## config.mk

```make
export PLATFORM = sky130hd
export DESIGN_NAME = ssp_div
export DESIGN_NICKNAME = d
export VERILOG_FILES = /design/src/rtl/ssp_pkg.sv /design/src/rtl/ssp_div.sv
export SDC_FILE = /design/constraint.sdc
export NUM_CORES = 1
export LEC_CHECK = 0
export ABC_CLOCK_PERIOD_IN_PS = 3400
export BUFFER_PORTS_ARGS = -buffer_cell sky130_fd_sc_hd__buf_2
export CAP_MARGIN = 10
export CELL_PAD_IN_SITES_DETAIL_PLACEMENT = 1
export CELL_PAD_IN_SITES_GLOBAL_PLACEMENT = 2
export CORE_AREA = 2 2 65 82
export CTS_CLUSTER_SIZE = 12
export DETAILED_ROUTE_END_ITERATION = 16
export DIE_AREA = 0 0 67 84
export HOLD_SLACK_MARGIN = 0.05
export PLACE_DENSITY_LB_ADDON = 0.1
export SYNTH_ARGS = -nofsm -noshare
export SYNTH_HDL_FRONTEND = slang
export SYNTH_SLANG_ARGS = --single-unit
```

## constraint.sdc

```tcl
create_clock -name i_clk -period 3.4 [get_ports i_clk]
set_input_delay 0.68 -clock i_clk [delete_from_list [all_inputs] [get_ports i_clk]]
set_output_delay 0.68 -clock i_clk [all_outputs]
set_load 0.01 [all_outputs]
```

## src/rtl/ssp_pkg.sv

```systemverilog
package ssp_pkg;

    // Field widths fixed by the item formats
    localparam int CAP_W   = 9;
    localparam int VAL_W   = 32;
    localparam int IDX_W   = 8;
    localparam int COUNT_W = 9;

    localparam logic [CAP_W-1:0] CAP_RESET = 9'd2;
    localparam logic [VAL_W-1:0] INT_MIN   = 32'h8000_0000;

    // Request codes
    localparam logic [1:0] REQ_PUSH   = 2'd0;
    localparam logic [1:0] REQ_POP    = 2'd1;
    localparam logic [1:0] REQ_POP_AT = 2'd2;

    // Status codes
    localparam logic [1:0] ST_OK        = 2'd0;
    localparam logic [1:0] ST_UNDERFLOW = 2'd1;
    localparam logic [1:0] ST_BAD_INDEX = 2'd2;
    localparam logic [1:0] ST_FULL      = 2'd3;

    typedef struct packed {
        logic        [1:0]       req_type;
        logic signed [VAL_W-1:0] push_value;
        logic        [IDX_W-1:0] stack_index;
    } t_in_item;

    typedef struct packed {
        logic signed [VAL_W-1:0]   pop_value;
        logic        [1:0]         status;
        logic        [COUNT_W-1:0] element_count;
        logic        [COUNT_W-1:0] substack_count;
    } t_out_item;

endpackage

```

## src/rtl/ssp_div.sv

```systemverilog
module ssp_div #(
    parameter int NUM_W = 10
) (
    input  logic                      i_clk,
    input  logic                      i_rst_n,
    input  logic                      i_start,
    input  logic [NUM_W-1:0]          i_num,
    input  logic [ssp_pkg::CAP_W-1:0] i_den,
    output logic                      o_busy,
    output logic [NUM_W-1:0]          o_quot
);

    localparam int DEN_W = ssp_pkg::CAP_W;
    localparam int STEP_W = $clog2(NUM_W + 1);

    logic              r_busy;
    logic [STEP_W-1:0] r_cnt;
    logic [NUM_W-1:0]  r_num;
    logic [DEN_W-1:0]  r_rem;

    logic [DEN_W:0]    w_sh;
    logic [DEN_W:0]    w_diff;
    logic              w_ge;

    // Shared subtract-and-compare: one quotient bit per cycle
    assign w_sh   = {r_rem, r_num[NUM_W-1]};
    assign w_ge   = (w_sh >= {1'b0, i_den});
    assign w_diff = w_sh - {1'b0, i_den};

    // Sequence control
    always_ff @(posedge i_clk) begin
        if (!i_rst_n) begin
            r_busy <= 1'b0;
            r_cnt  <= '0;
        end else if (i_start) begin
            r_busy <= 1'b1;
            r_cnt  <= STEP_W'(NUM_W);
        end else if (r_busy) begin
            r_cnt <= r_cnt - 1'b1;
            if (r_cnt == STEP_W'(1)) begin
                r_busy <= 1'b0;
            end
        end
    end

    // Shift the dividend out and the quotient in
    always_ff @(posedge i_clk) begin
        if (i_start) begin
            r_num <= i_num;
            r_rem <= '0;
        end else if (r_busy) begin
            r_num <= {r_num[NUM_W-2:0], w_ge};
            r_rem <= w_ge ? w_diff[DEN_W-1:0] : w_sh[DEN_W-1:0];
        end
    end

    assign o_busy = r_busy;
    assign o_quot = r_num;

endmodule

```

==> results.sh, run 1 <==
export IMPL_grt_usage_pct=14.1
export IMPL_rsz0062_at_grt="false"
export IMPL_path_clk_slew_ns=0.09
export IMPL_seq_area_sq_um=581
export IMPL_dpl_hpwl_microns=2840
export IMPL_synth_flop_cell="dfxtp_1"
export IMPL_antenna_found_initial=0
export IMPL_grt_max_degree=26
export IMPL_crit_family="compound AO/OA/AOI/OAI gates"
export IMPL_synth_cells=160
export IMPL_cts_hold_buffers=0
export IMPL_worstPathCellList="buf_2 > ha_1 > inv_1 > fa_1 > a211oi_1 > o21a_1 > o211ai_2 > mux2_2"
export IMPL_crit_buf_inv=2
export IMPL_p_leak_nw=0.803
export IMPL_fin_nets=224
export IMPL_drive_gt1_share_pct=28.6
export IMPL_tightest_slew_ns=0.510
export IMPL_synth_nets=194
export IMPL_drc=0
export IMPL_clockBufferDepth=2
export IMPL_placed_cell_area_sq_mm=0.00178
export IMPL_num_rows=29
export IMPL_power_density_mw_per_mm2=433
export IMPL_ys_types=38
export IMPL_portBuffers=32
export IMPL_ant_nets=0
export IMPL_netlist_area_sq_mm=0.00156
export IMPL_cp_startpoint="i_den[0]"
export IMPL_synth_top_cell_area_share_pct=19.2
export IMPL_multiInputGateArea_sq_um=902
export IMPL_final_setup_viol_count=0
export IMPL_yosys_top_cells_area="edfxtp_1 (19%), dfxtp_1 (18%), ha_1 (8.8%)"
export IMPL_die_w_microns=67
export IMPL_cp_end_kind="register"
export IMPL_grt_pass1_vias=1322
export IMPL_cts_tree="yes"
export IMPL_stdcell_count=251
export IMPL_cts_buffers=3
export IMPL_synth_most_common_cell="nor2_1"
export IMPL_asyncSetResetFlopFracSynth_pct=0
export IMPL_synth_largest_area_cell="edfxtp_1"
export IMPL_fp_dieH_microns=84
export IMPL_area_growth_syn_to_layout_pct=17.1
export IMPL_grt_overflow=0
export IMPL_core_area_sq_mm=0.00493
export IMPL_post_cts_resized=0
export IMPL_relSlewSlack_pct=65.9
export IMPL_gp_congestion=0.684
export IMPL_syn_avg_cell_area_sq_um=9.78
export IMPL_fin_setup_tns_ns=0
export IMPL_fin_area_sq_mm=0.00183
export IMPL_cpPeakStageDelay_ns=0.43
export IMPL_htreeDepth=1
export IMPL_maxSlewViolCount=0
export IMPL_dr_pass1_iters=4
export IMPL_cp_required_ns=3.43
export IMPL_r2r_start="o_quot[9]"
export IMPL_num_vias=1296
export IMPL_fin_crit_ns=2.69
export IMPL_synth_seq_cells=24
export IMPL_synth_seq_area_share_pct=37.1
export IMPL_hold_viol=0
export IMPL_dieArea_sq_mm=0.00563
export IMPL_ios=33
export IMPL_path_class="primary input to register"
export IMPL_max_freq_mhz=372
export IMPL_status="finished, final reports clean"
export IMPL_via_per_inst=5.16
export IMPL_diodes=0
export IMPL_wl_per_cell_microns=14.5
export IMPL_cts_setup_buffers=0
export IMPL_synth_edf_count=10
export IMPL_hp_class="register to register"
export IMPL_crit_arrival_ns=2.72
export IMPL_vdd_drop_max_mv=0.224
export IMPL_slowest_stage="a211oi_1"
export IMPL_fin_skew_ns=0.00189
export IMPL_synth_warnings=0
export IMPL_num_fill_cells=600
export IMPL_start_util_pct=31.7
export IMPL_fin_crit_sh_pct=79.1
export IMPL_insertion_delay_ns=0.27
export IMPL_grt_first_pass_wirelength_microns=6130
export IMPL_drtIter0Drc=68
export IMPL_hold_start="r_rem[2]"
export IMPL_synthTopCellsByCount="nor2_1 (18), dfxtp_1 (14), inv_1 (13)"
export IMPL_max_cap_violations=0
export IMPL_wirelength_microns=3650
export IMPL_dp_cells=247
export IMPL_startpoint_type="primary input"
export IMPL_root_buffer="clkbuf_8"
export IMPL_crit_fanout=8
export IMPL_clock_sinks=24
## final cells by class
type	instances	area share, %
Timing Repair Buffer	33	9.15
Inverter	13	2.66
Tap cell	62	4.23
Multi-Input combinational cell	115	49.2
Clock buffer	4	3.01
Sequential cell	24	31.7
## sequential cells by signal, indices dropped and copies added, names as in the netlist
| signal | count |
|---|---|
| r_cnt | 4 |
| o_busy | 1 |
| r_rem | 9 |
| o_quot | 10 |
## layout by cell type, fill, tap and decap left out, types with 2 or more instances in the layout
| cell type | synthesis | routed |
|---|---|---|
| ha_1 | 11 | 11 |
| clkbuf_8 | 0 | 4 |
| inv_1 | 13 | 13 |
| o21a_1 | 3 | 3 |
| dfxtp_1 | 14 | 14 |
| a21oi_1 | 8 | 8 |
| nand3b_1 | 2 | 2 |
| o31ai_1 | 2 | 2 |
| buf_2 | 2 | 32 |
| xnor2_1 | 2 | 2 |
| xor2_1 | 5 | 5 |
| a311oi_1 | 3 | 3 |
| mux2_2 | 11 | 11 |
| nand2b_1 | 4 | 4 |
| nor2_1 | 18 | 18 |
| o211ai_1 | 4 | 4 |
| edfxtp_1 | 10 | 10 |
| nand2_1 | 9 | 9 |
| a211oi_1 | 7 | 7 |
| nand3_1 | 3 | 3 |
| mux2i_1 | 6 | 6 |
## worst register-to-register path, stage by stage (launching register included)
cell      delay (ns)
edfxtp_1        0.41
inv_1           0.07
ha_1            0.15
inv_1           0.05
fa_1            0.41
a211oi_1        0.43
o21a_1          0.30
o211ai_2        0.25
mux2_2          0.36
## final timing paths
kind | to | slack, ns | cells past startpoint
worst max-delay path | o_quot[0] | 0.71 | 8
worst min-delay path | r_rem[2] | 0.51 | 2
worst max register to register | o_quot[0] | 0.73 | 8
worst min register to register | r_rem[2] | 0.51 | 2
## cells by family (layout without fill, tap and decap cells)
group / Yosys count / count (layout) / share of synthesized area (%)
xor gates and xnor gates: 7 / 7 / 3.92
adders and majority gates: 12 / 12 / 10.1
DFF: 24 / 24 / 37.1
muxes: 17 / 17 / 11.8
and+or+nand+nor: 45 / 45 / 15.6
AOI/OAI and AO/OA: 34 / 34 / 16.3
buffers and inverters: 21 / 50 / 5.20
## metal layers
layer	vias up	part of all wire [%]	global-route usage (%)	wire length [microns]
li1	643	-	-	-
met1	625	44	17.8	1590
met2	23	51	24.1	1880
met3	5	3.5	1.89	127
met4	0	1.4	4.45	50
met5	-	0	0	0
## stage by stage
stage / util [%] / worst slack, ns / hold WS (ns) / total power, W
global route: 37.1 / 0.459 / 0.545 / 0.000845
CTS: 37.1 / 0.671 / 0.510 / 0.000807
floorplan: - / 0.797 / 0.462 / 0.000534
global placement: 36.0 / 0.524 / 0.482 / 0.000599
finish: 37.1 / 0.711 / 0.508 / 0.000793
detailed placement: 36.0 / 0.374 / 0.497 / 0.000606
## report_power, final
part | internal [W] | switching (W)
logic | 0.000109 | 0.000134
registers | 0.000332 | 0.0000195
clock network | 0.000104 | 0.0000947
total | 0.000544 | 0.000249
(Power assumes the default switching activity.)
==> run 2, diff against run 1 <==
--- a/config.mk
+++ b/config.mk
@@ -5,7 +5,7 @@
 export SDC_FILE = /design/constraint.sdc
 export NUM_CORES = 1
 export LEC_CHECK = 0
-export ABC_CLOCK_PERIOD_IN_PS = 3400
+export ABC_CLOCK_PERIOD_IN_PS = 2560
 export BUFFER_PORTS_ARGS = -buffer_cell sky130_fd_sc_hd__buf_2
 export CAP_MARGIN = 10
 export CELL_PAD_IN_SITES_DETAIL_PLACEMENT = 1
==> constraint.sdc (replaced) <==
create_clock -name i_clk -period 2.56 [get_ports i_clk]
set_input_delay 0.512 -clock i_clk [delete_from_list [all_inputs] [get_ports i_clk]]
set_output_delay 0.512 -clock i_clk [all_outputs]
set_load 0.01 [all_outputs]
==> results.sh, run 2 (synthesis gave the netlist of run 1 again) <==
export IMPL_status="finished, final reports clean"
export IMPL_tightest_slew_ns=0.503
export IMPL_max_freq_mhz=431
export IMPL_area_growth_syn_to_layout_pct=21.6
export IMPL_crit_fanout=5
export IMPL_cp_required_ns=2.74
export IMPL_worstPathCellList="inv_1 > ha_1 > inv_1 > fa_1 > a211oi_2 > o21a_1 > o211ai_2 > buf_4 > mux2i_1 > a211oi_1"
export IMPL_cp_end_kind="register"
export IMPL_final_cell_mix="buf_2 (32), nor2_1 (18), dfxtp_1 (14), inv_1 (13)"
export IMPL_grt_pass1_vias=1388
export IMPL_cts_tree="yes"
export IMPL_post_cts_resized=0
export IMPL_wl_per_cell_microns=14.3
export IMPL_grt_max_degree=25
export IMPL_startpoint_type="register"
export IMPL_die_w_microns=67
export IMPL_cts_setup_buffers=0
export IMPL_fin_nets=234
export IMPL_vdd_drop_max_mv=0.300
export IMPL_r2r_cells=10
export IMPL_crit_arrival_ns=2.50
export IMPL_dp_cells=257
export IMPL_path_clk_slew_ns=0.09
export IMPL_cts_buffers=3
export IMPL_grt_usage_pct=14.3
export IMPL_ios=33
export IMPL_cts_hold_buffers=0
export IMPL_dieArea_sq_mm=0.00563
export IMPL_gp_congestion=0.761
export IMPL_whs_path_depth=2
export IMPL_core_area_sq_mm=0.00493
export IMPL_maxSlewViolCount=0
export IMPL_final_setup_viol_count=0
export IMPL_fin_setup_tns_ns=0
export IMPL_drive_gt1_share_pct=32.2
export IMPL_dr_pass1_iters=4
export IMPL_clockBufferDepth=2
export IMPL_antenna_found_initial=0
export IMPL_hold_viol=0
export IMPL_final_util_pct=38.5
export IMPL_stdcell_count=261
export IMPL_relSlewSlack_pct=66.4
export IMPL_fin_area_sq_mm=0.00190
export IMPL_dpl_hpwl_microns=2910
export IMPL_max_cap_violations=0
export IMPL_timing_critical_path_mode_cell="inv_1"
export IMPL_via_per_inst=4.96
export IMPL_insertion_delay_ns=0.27
export IMPL_drtIter0Drc=31
export IMPL_num_vias=1294
export IMPL_fin_skew_ns=0.00861
export IMPL_grt_overflow=0
export IMPL_hp_class="register to register"
export IMPL_slowest_stage="edfxtp_1"
export IMPL_p_leak_nw=0.845
export IMPL_root_buffer="clkbuf_8"
export IMPL_diodes=0
export IMPL_largest_register_ffs=10
export IMPL_ant_nets=0
export IMPL_power_density_mw_per_mm2=559
export IMPL_num_rows=29
export IMPL_fp_dieH_microns=84
export IMPL_clock_sinks=24
export IMPL_fin_crit_ns=2.32
export IMPL_portBuffers=32
export IMPL_rsz0062_at_grt="false"
export IMPL_htreeDepth=1
export IMPL_path_class="register to register"
export IMPL_wirelength_microns=3730
export IMPL_drc=0
export IMPL_fin_crit_sh_pct=90.6
export IMPL_grt_first_pass_wirelength_microns=6250
export IMPL_cpPeakStageDelay_ns=0.41
export IMPL_placed_cell_area_sq_mm=0.00185
export IMPL_start_util_pct=31.7
export IMPL_final_common_cell="buf_2"
[run 2: cell types whose count changed in the layout (fill, tap and decap cells not counted), sizes merged]
cell / change
buf: +10
[run 2: layout make-up]
type                       count  area, sq um
inverter                      13         48.8
tap                           62         77.6
multi-input combinational    115          907
fill                         625         3030
clock buffer                   4         45.0
sequential                    24          581
timing repair buffer          43          243
[run 2: path summary, 6_finish.rpt]
check	start	end	slack (ns)
setup / recovery	o_quot[9]	r_rem[4]	0.24
hold / removal	r_rem[2]	r_rem[2]	0.50
setup reg to reg	o_quot[9]	r_rem[4]	0.24
hold reg to reg	r_rem[2]	r_rem[2]	0.50
[run 2: critical path, delay by kind of cell (launching register included)]
family                     cells  cell delay (ns)
AOI/OAI and AO/OA              4             0.82
adders and majority gates      2             0.55
buffers and inverters          3             0.32
DFF                            1             0.41
muxes                          1             0.12
[run 2: layer usage]
metal,vias up,global-route usage (%),part of all wire [%]
met5,-,0,0
met4,0,4.45,0.78
met3,2,1.75,2.7
met2,24,25.4,52
met1,613,17.4,44
li1,655,-,-
[run 2: through the flow]
stage | setup slack (ns) | power (W) | hold WS [ns]
global placement | 0.0729 | 0.000828 | 0.478
global route | 0.0687 | 0.00114 | 0.508
CTS | 0.129 | 0.00108 | 0.502
floorplan | 0.125 | 0.000710 | 0.462
detailed placement | 0.0135 | 0.000836 | 0.488
finish | 0.240 | 0.00106 | 0.500
[run 2: where the power goes]
| part | switching [W] | leakage (nW) | total, W | internal [W] |
|---|---|---|---|---|
| Sequential | 0.0000288 | 0.217 | 0.000469 | 0.000441 |
| Combinational | 0.000184 | 0.606 | 0.000356 | 0.000172 |
| Clock | 0.000125 | 0.0228 | 0.000237 | 0.000111 |
| Total | 0.000338 | 0.845 | 0.00106 | 0.000724 |
==> run 3, diff against run 2 <==
--- a/config.mk
+++ b/config.mk
@@ -6,7 +6,6 @@
 export NUM_CORES = 1
 export LEC_CHECK = 0
 export ABC_CLOCK_PERIOD_IN_PS = 2560
-export BUFFER_PORTS_ARGS = -buffer_cell sky130_fd_sc_hd__buf_2
 export CAP_MARGIN = 10
 export CELL_PAD_IN_SITES_DETAIL_PLACEMENT = 1
 export CELL_PAD_IN_SITES_GLOBAL_PLACEMENT = 2
@@ -14,8 +13,9 @@
 export CTS_CLUSTER_SIZE = 12
 export DETAILED_ROUTE_END_ITERATION = 16
 export DIE_AREA = 0 0 67 84
+export DONT_BUFFER_PORTS = 1
 export HOLD_SLACK_MARGIN = 0.05
-export PLACE_DENSITY_LB_ADDON = 0.1
+export PLACE_DENSITY = 0.76
 export SYNTH_ARGS = -nofsm -noshare
 export SYNTH_HDL_FRONTEND = slang
 export SYNTH_SLANG_ARGS = --single-unit
==> results.sh, run 3 (synthesis gave the netlist of run 1 again) <==
export IMPL_grt_first_pass_wirelength_microns=6020
export IMPL_clock_power_share_pct=22.6
export IMPL_final_cell_mix="nor2_1 (18), dfxtp_1 (14), inv_1 (13), mux2_2 (11), ha_1 (11)"
export IMPL_crit_arrival_ns=2.53
export IMPL_crit_fanout=5
export IMPL_power_frac_seq_pct=47.2
export IMPL_p_leak_nw=0.705
export IMPL_setup_ws_ns=0.215
export IMPL_switching_share_pct=31.5
export IMPL_startpoint_type="register"
export IMPL_grt_pass1_vias=1380
export IMPL_num_fill_cells=596
export IMPL_ios=33
export IMPL_p_int_w=0.000697
export IMPL_fin_skew_ns=0.00296
export IMPL_cp_end_kind="register"
export IMPL_fin_nets=199
export IMPL_drc=0
export IMPL_rsz0062_at_grt="false"
export IMPL_portBuffers=0
export IMPL_drive_gt1_share_pct=17.7
export IMPL_drtIter0Drc=10
export IMPL_htreeDepth=1
export IMPL_num_vias=1208
export IMPL_die_w_microns=67
export IMPL_ant_nets=0
export IMPL_dieArea_sq_mm=0.00563
export IMPL_stdcell_count=226
export IMPL_grt_overflow=0
export IMPL_met3_length_microns=162
export IMPL_max_cap_violations=0
export IMPL_wirelength_met1_microns=1410
export IMPL_dpl_hpwl_microns=2930
export IMPL_wirelength_microns=3640
export IMPL_hold_viol=0
export IMPL_cts_buffers=3
export IMPL_diodes=0
export IMPL_hold_slack_ns=0.301
export IMPL_power_density_mw_per_mm2=592
export IMPL_wl_met2_microns=2040
export IMPL_clockBufferDepth=2
export IMPL_area_growth_syn_to_layout_pct=9.92
export IMPL_dp_slack_ns=0.0226
export IMPL_max_freq_mhz=426
export IMPL_grt_max_degree=25
export IMPL_maxSlewViolCount=0
export IMPL_antenna_found_initial=0
export IMPL_largest_register_ffs=10
export IMPL_fin_crit_sh_pct=91.6
export IMPL_final_setup_viol_count=0
export IMPL_start_util_pct=31.7
export IMPL_relSlewSlack_pct=75.0
export IMPL_hp_class="primary input to register"
export IMPL_insertion_delay_ns=0.27
export IMPL_clock_sinks=24
export IMPL_status="finished, final reports clean"
export IMPL_tightest_slew_ns=0.375
export IMPL_fp_dieH_microns=84
export IMPL_num_rows=29
export IMPL_gp_congestion=0.771
export IMPL_core_area_sq_mm=0.00493
export IMPL_root_buffer="clkbuf_8"
export IMPL_via_per_inst=5.35
export IMPL_fin_setup_tns_ns=0
export IMPL_grt_usage_pct=13.9
export IMPL_fin_crit_ns=2.35
export IMPL_final_util_pct=34.8
export IMPL_dr_pass1_iters=2
export IMPL_final_common_cell="nor2_1"
export IMPL_cts_tree="yes"
export IMPL_path_class="register to register"
export IMPL_dp_cells=222
export IMPL_wl_per_cell_microns=16.1
export IMPL_vdd_drop_max_mv=0.230
export IMPL_path_clk_slew_ns=0.08
export IMPL_switching_power_w=0.000321
export IMPL_top_layer="met4"
export IMPL_cp_required_ns=2.74
export IMPL_p_comb_share_pct=30.2
-- run 3: cell count changes in the layout (fill, tap and decap cells not counted) --
cell	delta
buf_2	-32
buf_4	-3
-- run 3: power by group through the flow --
stage                     combinational [W]  clock [W]  sequential [W]
after floorplan                    0.000231          0        0.000479
final                              0.000308   0.000230        0.000481
after CTS                          0.000311   0.000239        0.000482
after detailed placement           0.000309          0        0.000489
after global routing               0.000342   0.000253        0.000487
after global placement             0.000292          0        0.000489
-- run 3: cell type report --
type | instances | area (sq um) | area share, %
clock buffer | 4 | 45.0 | 2.62
tap | 62 | 77.6 | 4.51
timing repair buffer | 8 | 60.1 | 3.49
inverter | 13 | 48.8 | 2.84
multi-input combinational | 115 | 907 | 52.8
sequential | 24 | 581 | 33.8
-- run 3: worst paths after layout --
| path | start | endpoint | slack (ns) | depth (start not counted) |
|---|---|---|---|---|
| setup reg to reg | o_quot[9] | r_rem[3] | 0.21 | 10 |
| setup / recovery | o_quot[9] | r_rem[3] | 0.21 | 10 |
| hold reg to reg | r_rem[4] | r_rem[5] | 0.50 | 2 |
| hold / removal | i_start | r_rem[2] | 0.30 | 1 |
-- run 3: worst max-delay path: stages (launching register included) --
cell and delay, ns:
edfxtp_1 0.39, inv_1 0.07, ha_1 0.14, inv_1 0.05
fa_1 0.41, a211oi_2 0.24, o21a_1 0.26, o211ai_2 0.16
buf_4 0.19, mux2i_1 0.12, a211oi_1 0.23
-- run 3: routing by layer --
layer  global-route usage, %  vias up
met1                    14.0      596
met3                    4.05        5
li1                        -      583
met2                    26.8       24
met4                    2.97        0
met5                       0        -
-- run 3: through the flow --
step           total power (W)  instance area [sq um]
2_1_floorplan         0.000710                   1560
3_5_place_dp          0.000798                   1670
6_report               0.00102                   1720
3_3_place_gp          0.000781                   1670
5_1_grt                0.00108                   1720
4_1_cts                0.00103                   1710
-- run 3: repair_timing --
item / 4_1_cts / 5_1_grt
hold buffers: 0 / 0
resized for setup: 0 / 1
endpoints found under the setup margin: 0 / 3
setup buffers: 0 / 0
